File: config.mk
export PLATFORM = sky130hd
export DESIGN_NAME = utf8_to_utf16_decode
export DESIGN_NICKNAME = d
export VERILOG_FILES = /design/src/sv/u8u16_pkg.sv /design/src/sv/u8u16_front.sv /design/src/sv/u8u16_queue.sv /design/src/sv/u8u16_back.sv /design/src/sv/utf8_to_utf16_decode.sv
export SDC_FILE = /design/constraint.sdc
export NUM_CORES = 1
export LEC_CHECK = 0
export BUFFER_PORTS_ARGS = -buffer_cell sky130_fd_sc_hd__clkbuf_2
export CAP_MARGIN = 20
export CORE_UTILIZATION = 29
export CTS_CLUSTER_DIAMETER = 50
export DETAILED_ROUTE_END_ITERATION = 16
export SYNTH_ARGS = -nofsm -noshare
export SYNTH_HDL_FRONTEND = slang
export SYNTH_HIERARCHICAL = 1
export SYNTH_SLANG_ARGS = --single-unit
File: constraint.sdc
create_clock -name clk -period 9.1 [get_ports clk]
set_input_delay 0.91 -clock clk [delete_from_list [all_inputs] [get_ports clk]]
set_output_delay 0.91 -clock clk [all_outputs]
set_load 0.03 [all_outputs]
File: src/sv/u8u16_pkg.sv
// Shared types, constants and byte-class helpers for the UTF-8 to UTF-16 decoder.
// No dependencies; imported by every module of the block.
package u8u16_pkg;

    localparam logic [15:0] REPL_UNIT  = 16'hFFFD;
    localparam logic [7:0]  ASCII_TOP  = 8'h80;
    localparam logic [7:0]  MASK_C0    = 8'hC0;
    localparam logic [7:0]  MASK_E0    = 8'hE0;
    localparam logic [7:0]  MASK_F0    = 8'hF0;
    localparam logic [7:0]  MASK_F8    = 8'hF8;
    localparam logic [7:0]  CODE_CONT  = 8'h80;
    localparam logic [7:0]  CODE_LEAD2 = 8'hC0;
    localparam logic [7:0]  CODE_LEAD3 = 8'hE0;
    localparam logic [7:0]  CODE_LEAD4 = 8'hF0;

    // held_count codes
    localparam logic [1:0] HELD_NONE = 2'd0;
    localparam logic [1:0] HELD_LEAD = 2'd1;
    localparam logic [1:0] HELD_PAIR = 2'd2;

    // bytes dropped after a four-byte lead
    localparam logic [1:0] SKIP_LEN = 2'd3;

    localparam int QUEUE_DEPTH_DEF = 4;

    // One byte's worth of results: all units but the last are 0xFFFD.
    typedef struct packed {
        logic [1:0]  count;
        logic [15:0] last_unit;
    } u8u16_group_t;

    typedef struct packed {
        logic        empty;
        logic        full;
    } u8u16_qstat_t;

    typedef struct packed {
        logic        emit;
        logic [15:0] unit;
        logic        hold;
        logic        skip;
    } u8u16_lead_t;

    function automatic logic is_cont(input logic [7:0] b);
        return (b & MASK_C0) == CODE_CONT;
    endfunction

    function automatic logic is_lead2(input logic [7:0] b);
        return (b & MASK_E0) == CODE_LEAD2;
    endfunction

    function automatic logic is_lead3(input logic [7:0] b);
        return (b & MASK_F0) == CODE_LEAD3;
    endfunction

    function automatic logic is_lead4(input logic [7:0] b);
        return (b & MASK_F8) == CODE_LEAD4;
    endfunction

    // Examine a byte as the start of a new sequence.
    function automatic u8u16_lead_t take_lead(input logic [7:0] b, input logic eot);
        u8u16_lead_t r;
        r = '0;
        if (b < ASCII_TOP)
        begin
            r.emit = 1'b1;
            r.unit = {8'h00, b};
        end
        else if ((is_lead2(b) || is_lead3(b)) && !eot)
        begin
            r.hold = 1'b1;
        end
        else if (is_lead4(b))
        begin
            r.emit = 1'b1;
            r.unit = REPL_UNIT;
            r.skip = !eot;
        end
        else
        begin
            r.emit = 1'b1;
            r.unit = REPL_UNIT;
        end
        return r;
    endfunction

endpackage

File: src/sv/u8u16_front.sv
// Front end: classifies each byte against the held sequence state, forms one result group.
// Depends on u8u16_pkg.
module u8u16_front
    import u8u16_pkg::*;
(
    input  logic         clk,
    input  logic         rst_n,
    input  logic         take,
    input  logic [7:0]   data_byte,
    input  logic         end_of_text,
    output logic         grp_valid,
    output u8u16_group_t grp
);

    logic [1:0] held_count_reg, held_count_next;
    logic [7:0] held_lead_reg, held_lead_next;
    logic [7:0] held_cont_reg, held_cont_next;
    logic [1:0] skip_left_reg, skip_left_next;
    u8u16_lead_t tl;

    always_comb
    begin
        tl = take_lead(data_byte, end_of_text);
        held_count_next = HELD_NONE;
        held_lead_next  = '0;
        held_cont_next  = '0;
        skip_left_next  = '0;
        grp.count       = 2'd0;
        grp.last_unit   = REPL_UNIT;

        if (skip_left_reg != 2'd0)
        begin
            skip_left_next = skip_left_reg - 2'd1;
        end
        else
        begin
            unique case (held_count_reg)
                HELD_LEAD:
                begin
                    if (is_cont(data_byte) && is_lead2(held_lead_reg))
                    begin
                        grp.count     = 2'd1;
                        grp.last_unit = {5'd0, held_lead_reg[4:0], data_byte[5:0]};
                    end
                    else if (is_cont(data_byte) && is_lead3(held_lead_reg) && !end_of_text)
                    begin
                        held_count_next = HELD_PAIR;
                        held_lead_next  = held_lead_reg;
                        held_cont_next  = data_byte;
                    end
                    else
                    begin
                        // failed lead, then re-examine the byte as a lead
                        grp.count     = 2'd1 + {1'b0, tl.emit};
                        grp.last_unit = tl.emit ? tl.unit : REPL_UNIT;
                        if (tl.hold)
                        begin
                            held_count_next = HELD_LEAD;
                            held_lead_next  = data_byte;
                        end
                        skip_left_next = tl.skip ? SKIP_LEN : 2'd0;
                    end
                end
                HELD_PAIR:
                begin
                    if (is_cont(data_byte))
                    begin
                        grp.count     = 2'd1;
                        grp.last_unit = {held_lead_reg[3:0], held_cont_reg[5:0],
                                         data_byte[5:0]};
                    end
                    else
                    begin
                        grp.count     = 2'd2 + {1'b0, tl.emit};
                        grp.last_unit = tl.emit ? tl.unit : REPL_UNIT;
                        if (tl.hold)
                        begin
                            held_count_next = HELD_LEAD;
                            held_lead_next  = data_byte;
                        end
                        skip_left_next = tl.skip ? SKIP_LEN : 2'd0;
                    end
                end
                default:
                begin
                    grp.count     = {1'b0, tl.emit};
                    grp.last_unit = tl.unit;
                    if (tl.hold)
                    begin
                        held_count_next = HELD_LEAD;
                        held_lead_next  = data_byte;
                    end
                    skip_left_next = tl.skip ? SKIP_LEN : 2'd0;
                end
            endcase
        end

        // end of text clears everything
        if (end_of_text)
        begin
            held_count_next = HELD_NONE;
            held_lead_next  = '0;
            held_cont_next  = '0;
            skip_left_next  = '0;
        end
        grp_valid = take && (grp.count != 2'd0);
    end

    always_ff @(posedge clk or negedge rst_n)
    begin
        if (!rst_n)
        begin
            held_count_reg <= HELD_NONE;
            held_lead_reg  <= '0;
            held_cont_reg  <= '0;
            skip_left_reg  <= '0;
        end
        else if (take)
        begin
            held_count_reg <= held_count_next;
            held_lead_reg  <= held_lead_next;
            held_cont_reg  <= held_cont_next;
            skip_left_reg  <= skip_left_next;
        end
    end

`ifndef NO_ASSERTIONS
    a_held_range: assert property (@(posedge clk) disable iff (!rst_n)
        held_count_reg != 2'd3)
        else $error("held_count out of range");

    a_skip_excl: assert property (@(posedge clk) disable iff (!rst_n)
        (skip_left_reg != 2'd0) |-> (held_count_reg == HELD_NONE))
        else $error("skip while bytes held");
`endif

endmodule

File: src/sv/u8u16_queue.sv
// Short FIFO of result groups between the front and back ends.
// Depends on u8u16_pkg.
module u8u16_queue
    import u8u16_pkg::*;
#(
    parameter int DEPTH = QUEUE_DEPTH_DEF
)
(
    input  logic         clk,
    input  logic         rst_n,
    input  logic         wr,
    input  u8u16_group_t wr_grp,
    input  logic         rd,
    output u8u16_group_t head,
    output u8u16_qstat_t stat
);

    localparam int PTR_W = (DEPTH > 1) ? $clog2(DEPTH) : 1;
    localparam int CNT_W = $clog2(DEPTH + 1);

    u8u16_group_t entries [DEPTH];
    logic [PTR_W-1:0] wr_ptr_reg, rd_ptr_reg;
    logic [CNT_W-1:0] cnt_reg, cnt_next;

    assign head       = entries[rd_ptr_reg];
    assign stat.empty = (cnt_reg == '0);
    assign stat.full  = (cnt_reg == CNT_W'(DEPTH));

    always_comb
    begin
        cnt_next = cnt_reg;
        if (wr && !rd)
            cnt_next = cnt_reg + CNT_W'(1);
        else if (rd && !wr)
            cnt_next = cnt_reg - CNT_W'(1);
    end

    always_ff @(posedge clk)
    begin
        if (wr)
            entries[wr_ptr_reg] <= wr_grp;
    end

    always_ff @(posedge clk or negedge rst_n)
    begin
        if (!rst_n)
        begin
            wr_ptr_reg <= '0;
            rd_ptr_reg <= '0;
            cnt_reg    <= '0;
        end
        else
        begin
            if (wr)
                wr_ptr_reg <= (wr_ptr_reg == PTR_W'(DEPTH - 1)) ? '0 : wr_ptr_reg + PTR_W'(1);
            if (rd)
                rd_ptr_reg <= (rd_ptr_reg == PTR_W'(DEPTH - 1)) ? '0 : rd_ptr_reg + PTR_W'(1);
            cnt_reg <= cnt_next;
        end
    end

`ifndef NO_ASSERTIONS
    a_no_overflow: assert property (@(posedge clk) disable iff (!rst_n)
        (wr && !rd) |-> !stat.full)
        else $error("group queue overflow");

    a_no_underflow: assert property (@(posedge clk) disable iff (!rst_n)
        rd |-> !stat.empty)
        else $error("group queue underflow");
`endif

endmodule

File: src/sv/u8u16_back.sv
// Back end: expands queued groups into single code units behind an output register.
// Depends on u8u16_pkg.
module u8u16_back
    import u8u16_pkg::*;
(
    input  logic         clk,
    input  logic         rst_n,
    input  u8u16_group_t head,
    input  u8u16_qstat_t qstat,
    output logic         q_rd,
    input  logic         pop,
    output logic         empty,
    output logic [15:0]  code_unit,
    output logic         run_last
);

    logic [1:0]  sent_reg, sent_next;
    logic        out_valid_reg, out_valid_next;
    logic [15:0] out_unit_reg;
    logic        out_last_reg;
    logic        load;
    logic        is_last;

    assign empty     = !out_valid_reg;
    assign code_unit = out_unit_reg;
    assign run_last  = out_last_reg;

    always_comb
    begin
        load           = !qstat.empty && (!out_valid_reg || pop);
        is_last        = (sent_reg == head.count - 2'd1);
        q_rd           = load && is_last;
        sent_next      = sent_reg;
        out_valid_next = out_valid_reg;
        if (load)
        begin
            sent_next      = is_last ? 2'd0 : sent_reg + 2'd1;
            out_valid_next = 1'b1;
        end
        else if (pop)
        begin
            out_valid_next = 1'b0;
        end
    end

    always_ff @(posedge clk)
    begin
        if (load)
        begin
            out_unit_reg <= is_last ? head.last_unit : REPL_UNIT;
            out_last_reg <= is_last;
        end
    end

    always_ff @(posedge clk or negedge rst_n)
    begin
        if (!rst_n)
        begin
            sent_reg      <= '0;
            out_valid_reg <= 1'b0;
        end
        else
        begin
            sent_reg      <= sent_next;
            out_valid_reg <= out_valid_next;
        end
    end

`ifndef NO_ASSERTIONS
    a_sent_idle: assert property (@(posedge clk) disable iff (!rst_n)
        qstat.empty |-> (sent_reg == 2'd0))
        else $error("unit index left over with no group");

    a_sent_bound: assert property (@(posedge clk) disable iff (!rst_n)
        !qstat.empty |-> (sent_reg < head.count))
        else $error("unit index past group size");
`endif

endmodule

File: src/sv/utf8_to_utf16_decode.sv
// Top level of the UTF-8 to UTF-16 stream decoder: front end, group queue, back end.
// Depends on u8u16_pkg, u8u16_front, u8u16_queue and u8u16_back.
//
//  channel   handshake           payload                      direction
//  -------   -----------------   --------------------------   ---------
//  input     push / full         data_byte[7:0], end_of_text  in
//  result    pop / empty         code_unit[15:0], run_last    out
//
// One byte is taken per cycle while full is low; the front end updates the
// sequence state in the same cycle and queues the byte's results as one group.
// The back end issues one code unit per cycle while its output is empty or popped;
// the group queue (QUEUE_DEPTH groups) absorbs bursts from bytes giving more than
// one unit, and full rises only when it has no free entry.
// An accepted byte's group is registered in the queue before its first unit is loaded into the output register.
// Reset clears the sequence state and empties the queue and the output register.
module utf8_to_utf16_decode
    import u8u16_pkg::*;
#(
    parameter int QUEUE_DEPTH = QUEUE_DEPTH_DEF
)
(
    input  logic        clk,
    input  logic        rst_n,
    input  logic        push,
    output logic        full,
    input  logic [7:0]  data_byte,
    input  logic        end_of_text,
    output logic        empty,
    input  logic        pop,
    output logic [15:0] code_unit,
    output logic        run_last
);

    logic         take;
    logic         grp_valid;
    u8u16_group_t grp;
    u8u16_group_t head;
    u8u16_qstat_t qstat;
    logic         q_rd;

    // accept a byte whenever the queue has a free entry
    assign full = qstat.full;
    assign take = push && !qstat.full;

    // classify the byte and build its result group
    u8u16_front u_front (
        .clk         (clk),
        .rst_n       (rst_n),
        .take        (take),
        .data_byte   (data_byte),
        .end_of_text (end_of_text),
        .grp_valid   (grp_valid),
        .grp         (grp)
    );

    // hold groups until the back end drains them
    u8u16_queue #(
        .DEPTH (QUEUE_DEPTH)
    ) u_queue (
        .clk    (clk),
        .rst_n  (rst_n),
        .wr     (grp_valid),
        .wr_grp (grp),
        .rd     (q_rd),
        .head   (head),
        .stat   (qstat)
    );

    // advance unit by unit through the head group
    u8u16_back u_back (
        .clk       (clk),
        .rst_n     (rst_n),
        .head      (head),
        .qstat     (qstat),
        .q_rd      (q_rd),
        .pop       (pop),
        .empty     (empty),
        .code_unit (code_unit),
        .run_last  (run_last)
    );

endmodule
==> out/results.tsv, run 1 <==
stage	metric	value	unit
worst_setup_path	path_delay_family	multiplexers	
sta	finalSetupTns	0	ns
clock_tree	clockBufferDepth	2	
floorplan	core-area	17400	sq um
worst_setup_path	worstPathRequired	9.39	ns
pwr	p_leak	2.27	nW
pwr	ir_drop	0.000150	V
clock_tree	ctsResizeCount	0	
sta	worst_pin_slew	0.958	ns
clock_tree	clock_latency	0.41	ns
worst_setup_path	path_common_cell	inv_1	
sta	min_period	3.60	ns
worst_setup_path	worstPathMaxFanout	20	
layout	fin_nets	407	
worst_setup_path	crit_buf_inv	2	
logic_synthesis	async_reset_ff_share	23.9	%
clock_tree	cts_hold_buffers	0	
layout	seq_area	3370	sq um
pwr	power.share.sequential	39.6	%
routing	drc	0	
clock_tree	postCtsSetupBuffers	0	
routing	routedWlPerCell	16.0	um
sta	fin_skew	0.00470	ns
logic_synthesis	syn-instance-count	349	
grt	grt_max_degree	29	
clock_tree	cts_buffers	17	
hold_path	holdCritPathClass	reg -> reg	
logic_synthesis	ys_seq_area_share	64.7	%
pwr	swShare	29.8	%
worst_setup_path	crit_arrival	3.89	ns
clock_tree	root_buffer	clkbuf_16	
pwr	internal-power	1.41	mW
clock_tree	path_clk_slew	0.05	ns
status	status	finished, final reports clean	
routing	viasPerCell	4.80	
logic_synthesis	yosys_warnings	6	
sta	rsz0062_at_grt	no	
worst_setup_path	max_stage_delay	0.89	ns
layout	largest_reg_flops	72	
pwr	power	2.01	mW
layout	multi_input_area	1710	sq um
layout	areaGrowthSynthToFinish	18.6	%
worst_setup_path	cp-start-kind	flip-flop	
logic_synthesis	synth_top_area_share	51.2	%
routing	first_pass_iters	4	
grt	antenna_found_initial	0	
logic_synthesis	ys_top_cells_by_count	edfxtp_1 (89), dfrtp_1 (28), nand2_1 (23)	
sta	finalSetupViolCount	0	
run	maxCapViolations	0	
layout	nFillCells	1682	
floorplan	num_rows	48	
sta	final_hold_viol_count	0	
worst_setup_path	cp-end-kind	flip-flop	
logic_synthesis	synth.net_count	371	
placed_design	port_buffers	31	
sta	slew_violations	0	
grt	grt_usage	11.8	%
logic_synthesis	synth_area_leaders	edfxtp_1 (51%), dfrtp_1 (13%), mux4_2 (7.8%)	
worst_setup_path	worstSetupPathType	reg -> reg	
routing	postRouteAntennaNets	0	
floorplan	die-area	18500	sq um
sta	maxSlewHeadroom	36.1	%
logic_synthesis	synth_largest_area_cell	edfxtp_1	
logic_synthesis	ys_seq_elements	117	
routing	wl	9970	um
grt	grt_pass1_vias	2953	
logic_synthesis	yosysMostFrequentCell	edfxtp_1	
logic_synthesis	synth_area	5220	sq um
sta	post-route-period-util	39.6	%
logic_synthesis	synthFlopType	edfxtp_1	
hold_path	hold_depth	1	
layout	fin_cells	623	
logic_synthesis	synth.distinct_cells	56	
placed_design	routabilityCongestion	0.860	
layout	antennaDiodeCount	0	
clock_tree	cts_tree	done	
floorplan	fp.dieH	136	um
sta	fmax	278	MHz
grt	grt_overflow	0	
pwr	power.density	325	nW/um^2
worst_setup_path	reg2reg_depth	9	
floorplan	initial_core_util	30.0	%
routing	drtIter0Drc	260	
pwr	p_sw	599	uW
pwr	combPwrFrac	26.4	%
clock_tree	cts.sinks	117	
routing	vias	2991	
logic_synthesis	synth_edf_count	89	
pwr	p_clk_share	34.0	%
worst_setup_path	crit_cells	9	
clock_tree	htree_levels	4	
logic_synthesis	syn_area_per_cell	14.9	sq um
placed_design	detailed_place_hpwl	6650	um
floorplan	io_pins	32	
layout	layout-drive-gt1-share	23.6	%
floorplan	die-width	136	um
placed_design	place_inst	591	
sta	whs	0.504	ns
grt	grt_pass1_wl	15900	um
worst_setup_path	worstPathCellList	mux4_2 > xnor2_2 > mux2i_4 > and2_1 > inv_1 > ha_1 > inv_1 > fa_1 > mux2_2	
worst_setup_path	cpMaxStageDelayCell	dfrtp_1	
## layout make-up
cell class,instances,share of cell area (%)
clock buffer,24,7.94
inverter,12,0.728
sequential,117,54.5
tap,225,4.55
timing repair buffer,32,2.63
clock inverter,8,2.00
multi-input combinational,205,27.7
## metrics by stage
| stage | setup WS [ns] | cell area (sq um) | utilization, % |
|---|---|---|---|
| 6_report | 5.50 | 6190 | 35.5 |
| 5_1_grt | 5.23 | 6190 | 35.5 |
| 4_1_cts | 5.39 | 6190 | 35.5 |
| 3_5_place_dp | 5.42 | 5570 | 32.0 |
| 3_3_place_gp | 5.51 | 5570 | 32.0 |
| 2_1_floorplan | 5.98 | 5220 | - |
## placed cells by master, fill, tap and decap left out, types with 7 or more instances in the layout
cell | netlist | routed
o21ai_1 | 7 | 7
inv_1 | 12 | 12
clkbuf_2 | 0 | 31
nand2b_1 | 18 | 18
nand2_1 | 23 | 23
edfxtp_1 | 89 | 89
a21o_1 | 8 | 8
ha_1 | 8 | 8
o21ai_0 | 18 | 18
mux4_2 | 18 | 18
dfrtp_1 | 28 | 28
clkbuf_16 | 0 | 17
nor2_1 | 17 | 17
## worst paths after layout
check | from | end | slack, ns
max | u_queue/rd_ptr_reg[1] | u_queue/cnt_reg[1] | 5.50
min | u_queue/cnt_reg[2] | u_queue/cnt_reg[2] | 0.50
max reg2reg | u_queue/rd_ptr_reg[1] | u_queue/cnt_reg[1] | 5.50
min reg2reg | u_queue/cnt_reg[2] | u_queue/cnt_reg[2] | 0.50
max in group asynchronous | rst_n | u_front/held_cont_reg[3] | 8.11
min in group asynchronous | rst_n | u_back/sent_reg[0] | 0.53
## logic make-up after synthesis
| group | Yosys count | synth area share (%) |
|---|---|---|
| buffers and inverters | 27 | 2.54 |
| xor gates and xnor gates | 4 | 0.816 |
| adders and majority gates | 9 | 2.30 |
| DFF | 117 | 64.7 |
| muxes | 22 | 8.85 |
| and+or+nand+nor | 94 | 10.4 |
| AOI/OAI and AO/OA | 76 | 10.5 |
## metal layers
layer  vias to the layer above  GRT usage, %  routed length (um)
met3                        16          3.36                 656
li1                       1409             -                   -
met5                         -             0                   0
met2                        80          17.8                4670
met4                         0          5.37                 189
met1                      1486          15.6                4460
## power by group through the flow
stage / clock network [mW] / logic [mW] / registers [mW]
final: 0.683 / 0.531 / 0.795
after global routing: 0.719 / 0.582 / 0.809
after CTS: 0.697 / 0.541 / 0.799
after detailed placement: 0 / 0.537 / 0.809
after global placement: 0 / 0.525 / 0.802
after floorplan: 0 / 0.383 / 0.838
(Power assumes the default switching activity.)
==> run 2, diff against run 1 <==
==> constraint.sdc (replaced) <==
create_clock -name clk -period 3.1 [get_ports clk]
set_input_delay 0.31 -clock clk [delete_from_list [all_inputs] [get_ports clk]]
set_output_delay 0.31 -clock clk [all_outputs]
set_load 0.03 [all_outputs]
==> run 2 against run 1 <==
Via count up 0.84%. Worst hold slack lost 0.40 ns. Sequential cell count unchanged. Non-clock buffer count is 13 higher. Routed wire length down 0.27%. Maximum frequency grew 26%. Critical path depth unchanged. Sequential share of layout area shrank 0.81 points. Register-to-register slack lost 5.3 ns. Critical path type unchanged.
==> out/results.tsv, run 2 (synthesized netlist as in run 1, its figures left out) <==
stage	metric	value	unit	change
clock_tree	ctsResizeCount	0		unchanged
layout	fin_nets	420		+3.2%
floorplan	die-width	136	um	unchanged
sta	min_period	2.87	ns	-0.736 ns
pwr	swShare	30.6	%	+0.78 points
floorplan	initial_core_util	30.0	%	unchanged
layout	fin_cells	636		+2.1%
routing	postRouteAntennaNets	0		unchanged
routing	drtIter0Drc	215		-17%
layout	layout_commonest_cell	edfxtp_1		
sta	fin_skew	0.00790	ns	+0.00321 ns
clock_tree	cts_buffers	17		unchanged
layout	multi_input_area	1720	sq um	+0.29%
grt	grt_pass1_vias	3049		+3.3%
routing	routedWlPerCell	15.6	um	-2.3%
grt	antenna_found_initial	0		unchanged
worst_setup_path	cpMaxStageDelayCell	mux4_2		
worst_setup_path	cp-start-kind	flip-flop		
worst_setup_path	crit_buf_inv	2		unchanged
layout	final_cell_mix	edfxtp_1 (89), clkbuf_2 (31), dfrtp_1 (28)		
worst_setup_path	worstPathRequired	3.39	ns	-6.00 ns
placed_design	detailed_place_hpwl	6680	um	+0.37%
routing	drc	0		unchanged
grt	grt_overflow	0		unchanged
pwr	p_sw	1.81	mW	+200%
layout	fin_util	36.1	%	+0.54 points
pwr	power.share.sequential	38.4	%	-1.2 points
worst_setup_path	critPathLaunch	u_queue/rd_ptr_reg[0]		
worst_setup_path	worstPathCellList	mux4_2 > xnor2_2 > mux2i_4 > and2_1 > inv_1 > ha_1 > inv_1 > fa_1 > mux2_2		
worst_setup_path	crit_arrival	3.16	ns	-0.73 ns
sta	fmax	349	MHz	+26%
worst_setup_path	r2r-start	u_queue/rd_ptr_reg[0]		
sta	final_hold_viol_count	0		unchanged
pwr	ir_drop	0.000444	V	+200%
clock_tree	root_buffer	clkbuf_16		
run	maxCapViolations	0		unchanged
clock_tree	clock_latency	0.41	ns	about the same
pwr	p_clk_share	33.1	%	-0.9 points
hold_path	holdCritPathClass	in -> reg		
worst_setup_path	cp-end-kind	flip-flop		
clock_tree	htree_levels	4		unchanged
clock_tree	cts.sinks	117		unchanged
status	status	finished, final reports clean		
floorplan	core-area	17400	sq um	unchanged
routing	wl	9940	um	-0.27%
floorplan	die-area	18500	sq um	unchanged
sta	slew_violations	0		unchanged
layout	nFillCells	1689		+0.42%
sta	maxSlewHeadroom	51.8	%	+16 points
floorplan	fp.dieH	136	um	unchanged
placed_design	routabilityCongestion	0.841		-2.3%
worst_setup_path	worstPathMaxFanout	3		-85%
sta	finalSetupViolCount	0		unchanged
grt	grt_pass1_wl	16000	um	+0.69%
worst_setup_path	worstSetupPathType	reg -> reg		
clock_tree	cts_tree	done		
layout	layout-drive-gt1-share	26.3	%	+2.7 points
layout	seq_area	3370	sq um	unchanged
sta	worst_pin_slew	0.723	ns	-0.235 ns
grt	grt_max_degree	29		unchanged
hold_path	min_from	pop		
pwr	internal-power	4.11	mW	+190%
sta	finalSetupTns	0	ns	unchanged
sta	rsz0062_at_grt	no		
placed_design	place_inst	603		+2.0%
layout	areaGrowthSynthToFinish	20.4	%	
pwr	p_leak	2.33	nW	+2.6%
sta	post-route-period-util	92.5	%	+53 points
floorplan	num_rows	48		unchanged
clock_tree	path_clk_slew	0.05	ns	about the same
routing	viasPerCell	4.74		-1.2%
pwr	combPwrFrac	28.4	%	+2.0 points
worst_setup_path	max_stage_delay	0.58	ns	-0.31 ns
grt	grt_usage	11.8	%	about the same
worst_setup_path	path_common_cell	inv_1		
floorplan	io_pins	32		unchanged
worst_setup_path	path_delay_family	multiplexers		
routing	first_pass_iters	5		+1
placed_design	port_buffers	31		unchanged
layout	largest_reg_flops	72		unchanged
pwr	power.density	942	nW/um^2	+190%
routing	vias	3016		+0.84%
clock_tree	clockBufferDepth	2		unchanged
layout	antennaDiodeCount	0		unchanged
==> run 2: cell count changes in the layout (fill, tap and decap cells not counted) <==
cell,before,now
dlygate4sd3_1,0,1
nor3b_1,1,0
inv_6,0,4
clkbuf_8,4,0
nor3b_2,0,1
clkbuf_1,3,1
clkinv_1,0,1
buf_4,1,13
clkinv_4,1,3
clkinv_2,2,1
==> run 2: metal layers <==
layer	vias up	routed length (um)	GRT usage, %
met1	1494	4480	15.4
met4	0	127	4.81
li1	1439	-	-
met5	-	0	0
met3	10	559	3.13
met2	73	4770	18.3
==> run 2: area by class of cell <==
cell class	instances	area share, %
tap	225	4.48
timing repair buffer	45	4.18
multi-input combinational	205	27.3
inverter	12	0.717
clock buffer	18	6.83
clock inverter	14	2.79
sequential	117	53.7
==> run 2: final timing paths <==
kind / endpoint / depth (start not counted) / slack (ns)
max: u_queue/cnt_reg[1] / 9 / 0.23
min: u_back/out_valid_reg / 2 / 0.10
max reg2reg: u_queue/cnt_reg[1] / 9 / 0.23
min reg2reg: u_queue/cnt_reg[2] / 1 / 0.49
max in group asynchronous: u_queue/cnt_reg[2] / 2 / 2.15
min in group asynchronous: u_front/skip_left_reg[0] / 2 / 0.49
==> run 2: what timing repair did <==
item,in CTS,in global routing
endpoints found under the hold margin,28,0
buffers inserted,0,0
hold buffers,1,0
==> run 2: worst reg2reg max path: cells and delay by family, from the launching register on <==
family	cells	cell delay, ns
xor+xnor	1	0.26
buf+inv	2	0.13
flops	1	0.41
mux	3	1.12
simple gates	1	0.21
fa+ha+maj	2	0.61
==> run 2: power groups by stage <==
stage	Sequential, mW	Clock (mW)	Combinational, mW
6_report	2.28	1.96	1.68
5_1_grt	2.31	2.07	1.84
4_1_cts	2.28	2.00	1.72
3_5_place_dp	2.31	0	1.71
3_3_place_gp	2.29	0	1.67
2_1_floorplan	2.46	0	1.13
==> run 2: stage by stage <==
| step | hold slack, ns | worst slack, ns | total power, mW | cell area, sq um |
|---|---|---|---|---|
| after global placement | 0.396 | 0.345 | 3.96 | 5670 |
| after CTS | 0.0943 | 0.212 | 6.00 | 6280 |
| after floorplan | 0.0144 | 0.00441 | 3.59 | 5220 |
| after global routing | 0.0940 | 0.0712 | 6.21 | 6280 |
| after detailed placement | 0.406 | 0.238 | 4.02 | 5670 |
| final | 0.103 | 0.233 | 5.92 | 6280 |
==> run 3, diff against run 2 <==
--- a/config.mk
+++ b/config.mk
@@ -7,6 +7,7 @@
 export LEC_CHECK = 0
 export BUFFER_PORTS_ARGS = -buffer_cell sky130_fd_sc_hd__clkbuf_2
 export CAP_MARGIN = 20
+export CORE_ASPECT_RATIO = 0.5
 export CORE_UTILIZATION = 29
 export CTS_CLUSTER_DIAMETER = 50
 export DETAILED_ROUTE_END_ITERATION = 16
==> run 3 against run 2 <==
Die area increased by 0.18%. Register-to-register slack gained 0.09 ns. Clock power decreased by 7%. Non-clock buffer count increased by 1. Largest power group unchanged.
==> out/results.tsv, run 3 (synthesized netlist as in run 1, its figures left out) <==
stage	metric	value	unit	change
routing	first_pass_iters	4		-1
worst_setup_path	crit_path_end	u_queue/cnt_reg[1]		
placed_design	port_buffers	31		unchanged
grt	grt_overflow	0		unchanged
worst_setup_path	crit_arrival	3.06	ns	-0.10 ns
grt	grt_max_degree	29		unchanged
layout	antennaDiodeCount	0		unchanged
clock_tree	path_clk_slew	0.05	ns	about the same
run	maxCapViolations	0		unchanged
floorplan	core-area	17500	sq um	+0.39%
floorplan	io_pins	32		unchanged
floorplan	die-area	18600	sq um	+0.18%
layout	fin_nets	421		+0.24%
worst_setup_path	cpMaxStageDelayCell	mux4_2		
floorplan	fp.dieH	96.8	um	-29%
clock_tree	cts.sinks	117		unchanged
layout	design_area	6250	sq um	-0.56%
routing	wl	10500	um	+5.5%
routing	postRouteAntennaNets	0		unchanged
clock_tree	clock_latency	0.41	ns	about the same
sta	fin_skew	0.00732	ns	-0.000581 ns
worst_setup_path	worstSetupPathType	reg -> reg		
clock_tree	cts_tree	done		
floorplan	initial_core_util	29.8	%	-0.12 points
worst_setup_path	cp-end-kind	flip-flop		
grt	antenna_found_initial	0		unchanged
floorplan	num_rows	34		-29%
clock_tree	clockBufferDepth	2		unchanged
pwr	power	5.79	mW	-2.1%
placed_design	routabilityCongestion	0.815		-3.1%
hold_path	holdCritPathClass	in -> reg		
layout	fin_util	35.7	%	-0.34 points
sta	final_hold_viol_count	0		unchanged
worst_setup_path	regToRegSetupSlack	0.32	ns	+0.09 ns
floorplan	die-width	192	um	+41%
sta	fmax	360	MHz	+3.2%
status	status	finished, final reports clean		
sta	finalSetupTns	0	ns	unchanged
layout	nFillCells	1649		-2.4%
grt	grt_pass1_vias	3138		+2.9%
sta	rsz0062_at_grt	no		
placed_design	detailed_place_hpwl	6990	um	+4.6%
worst_setup_path	worstPathCellList	mux4_2 > xnor2_2 > mux2i_4 > and2_1 > inv_1 > ha_1 > inv_1 > fa_1 > mux2_2		
pwr	power.density	927	nW/um^2	-1.6%
layout	largest_reg_flops	72		unchanged
worst_setup_path	path_delay_family	multiplexers		
worst_setup_path	timing.rr.end	u_queue/cnt_reg[1]		
pwr	p_leak	2.31	nW	-1.0%
clock_tree	root_buffer	clkbuf_16		
worst_setup_path	reg2reg_depth	9		unchanged
routing	drc	0		unchanged
worst_setup_path	path_common_cell	inv_1		
worst_setup_path	cp-start-kind	flip-flop		
routing	drtIter0Drc	277		+29%
routing	routedWlPerCell	16.2	um	+3.8%
layout	layout-drive-gt1-share	25.5	%	-0.79 points
worst_setup_path	worstPathMaxFanout	3		unchanged
sta	slew_violations	0		unchanged
sta	post-route-period-util	89.6	%	-2.9 points
worst_setup_path	worstPathRequired	3.39	ns	about the same
hold_path	min_from	pop		
clock_tree	ctsResizeCount	0		unchanged
clock_tree	htree_levels	4		unchanged
layout	areaGrowthSynthToFinish	19.8	%	
routing	viasPerCell	4.75		+0.21%
sta	maxSlewHeadroom	52.0	%	+0.20 points
sta	min_period	2.78	ns	-0.0901 ns
worst_setup_path	critPathLaunch	u_queue/rd_ptr_reg[0]		
worst_setup_path	crit_cells	9		unchanged
worst_setup_path	r2r-start	u_queue/rd_ptr_reg[0]		
clock_tree	cts_buffers	17		unchanged
worst_setup_path	max_stage_delay	0.57	ns	about the same
sta	finalSetupViolCount	0		unchanged
placed_design	place_area	5690	sq um	+0.33%
layout	final_cell_mix	edfxtp_1 (89), clkbuf_2 (31), dfrtp_1 (28)		
routing	vias	3070		+1.8%
grt	grt_usage	12.3	%	+0.58 points
pwr	ir_drop	0.000369	V	-17%
sta	worst_pin_slew	0.720	ns	-0.00296 ns
grt	grt_pass1_wl	17000	um	+6.0%
layout	layout_commonest_cell	edfxtp_1		
worst_setup_path	crit_buf_inv	2		unchanged
-- run 3: cell count changes in the layout (fill, tap and decap cells not counted) --
cell	previous run	this run
clkinv_1	1	2
clkinvlp_4	2	3
clkbuf_1	1	4
buf_4	13	14
bufinv_16	3	2
clkinv_2	1	4
clkinv_4	3	0
inv_6	4	0
-- run 3: layer usage --
layer  track usage [%]  up-vias  routed length (um)
met3              3.45       12                 576
met2              18.4       65                4800
met1              16.6     1551                4960
li1                  -     1442                   -
met4              5.62        0                 153
met5                 0        -                   0
-- run 3: layout make-up --
type | count | area, sq um | area share [%]
clock buffer | 21 | 440 | 7.05
clock inverter | 11 | 110 | 1.76
inverter | 12 | 45.0 | 0.721
multi-input combinational | 205 | 1720 | 27.5
sequential | 117 | 3370 | 54.0
tap | 234 | 293 | 4.69
timing repair buffer | 46 | 270 | 4.33
-- run 3: stage by stage --
| step | instances | hold slack [ns] | setup WS [ns] |
|---|---|---|---|
| floorplan | 349 | 0.0144 | 0.00441 |
| global placement | 613 | 0.400 | 0.358 |
| detailed placement | 613 | 0.404 | 0.318 |
| CTS | 646 | 0.0828 | 0.304 |
| global route | 646 | 0.127 | 0.141 |
| finish | 646 | 0.0951 | 0.323 |
-- run 3: worst min-delay path by stage --
| stage | endpoint | slack, ns | cells past startpoint |
|---|---|---|---|
| finish | u_back/out_valid_reg | 0.1 | 2 |
| global route | u_back/out_valid_reg | 0.13 | 2 |
| CTS | u_back/out_valid_reg | 0.08 | 2 |
| detailed placement | u_back/out_valid_reg | 0.40 | 1 |
| global placement | u_back/sent_reg[1] | 0.40 | 1 |
| floorplan | u_back/out_valid_reg | 0.01 | 0 |
-- run 3: timing repair --
item | in CTS | in global routing
hold buffers | 1 | 0
hold endpoints to repair | 28 | 0
buffers inserted | 0 | 0
-- run 3: where the power goes --
group | leakage [nW] | internal [mW] | total [mW] | switching [mW]
sequential | 1.16 | 2.14 | 2.28 | 0.138
combinational | 0.884 | 0.699 | 1.69 | 0.990
clock | 0.262 | 1.17 | 1.83 | 0.660
total | 2.31 | 4.01 | 5.79 | 1.79
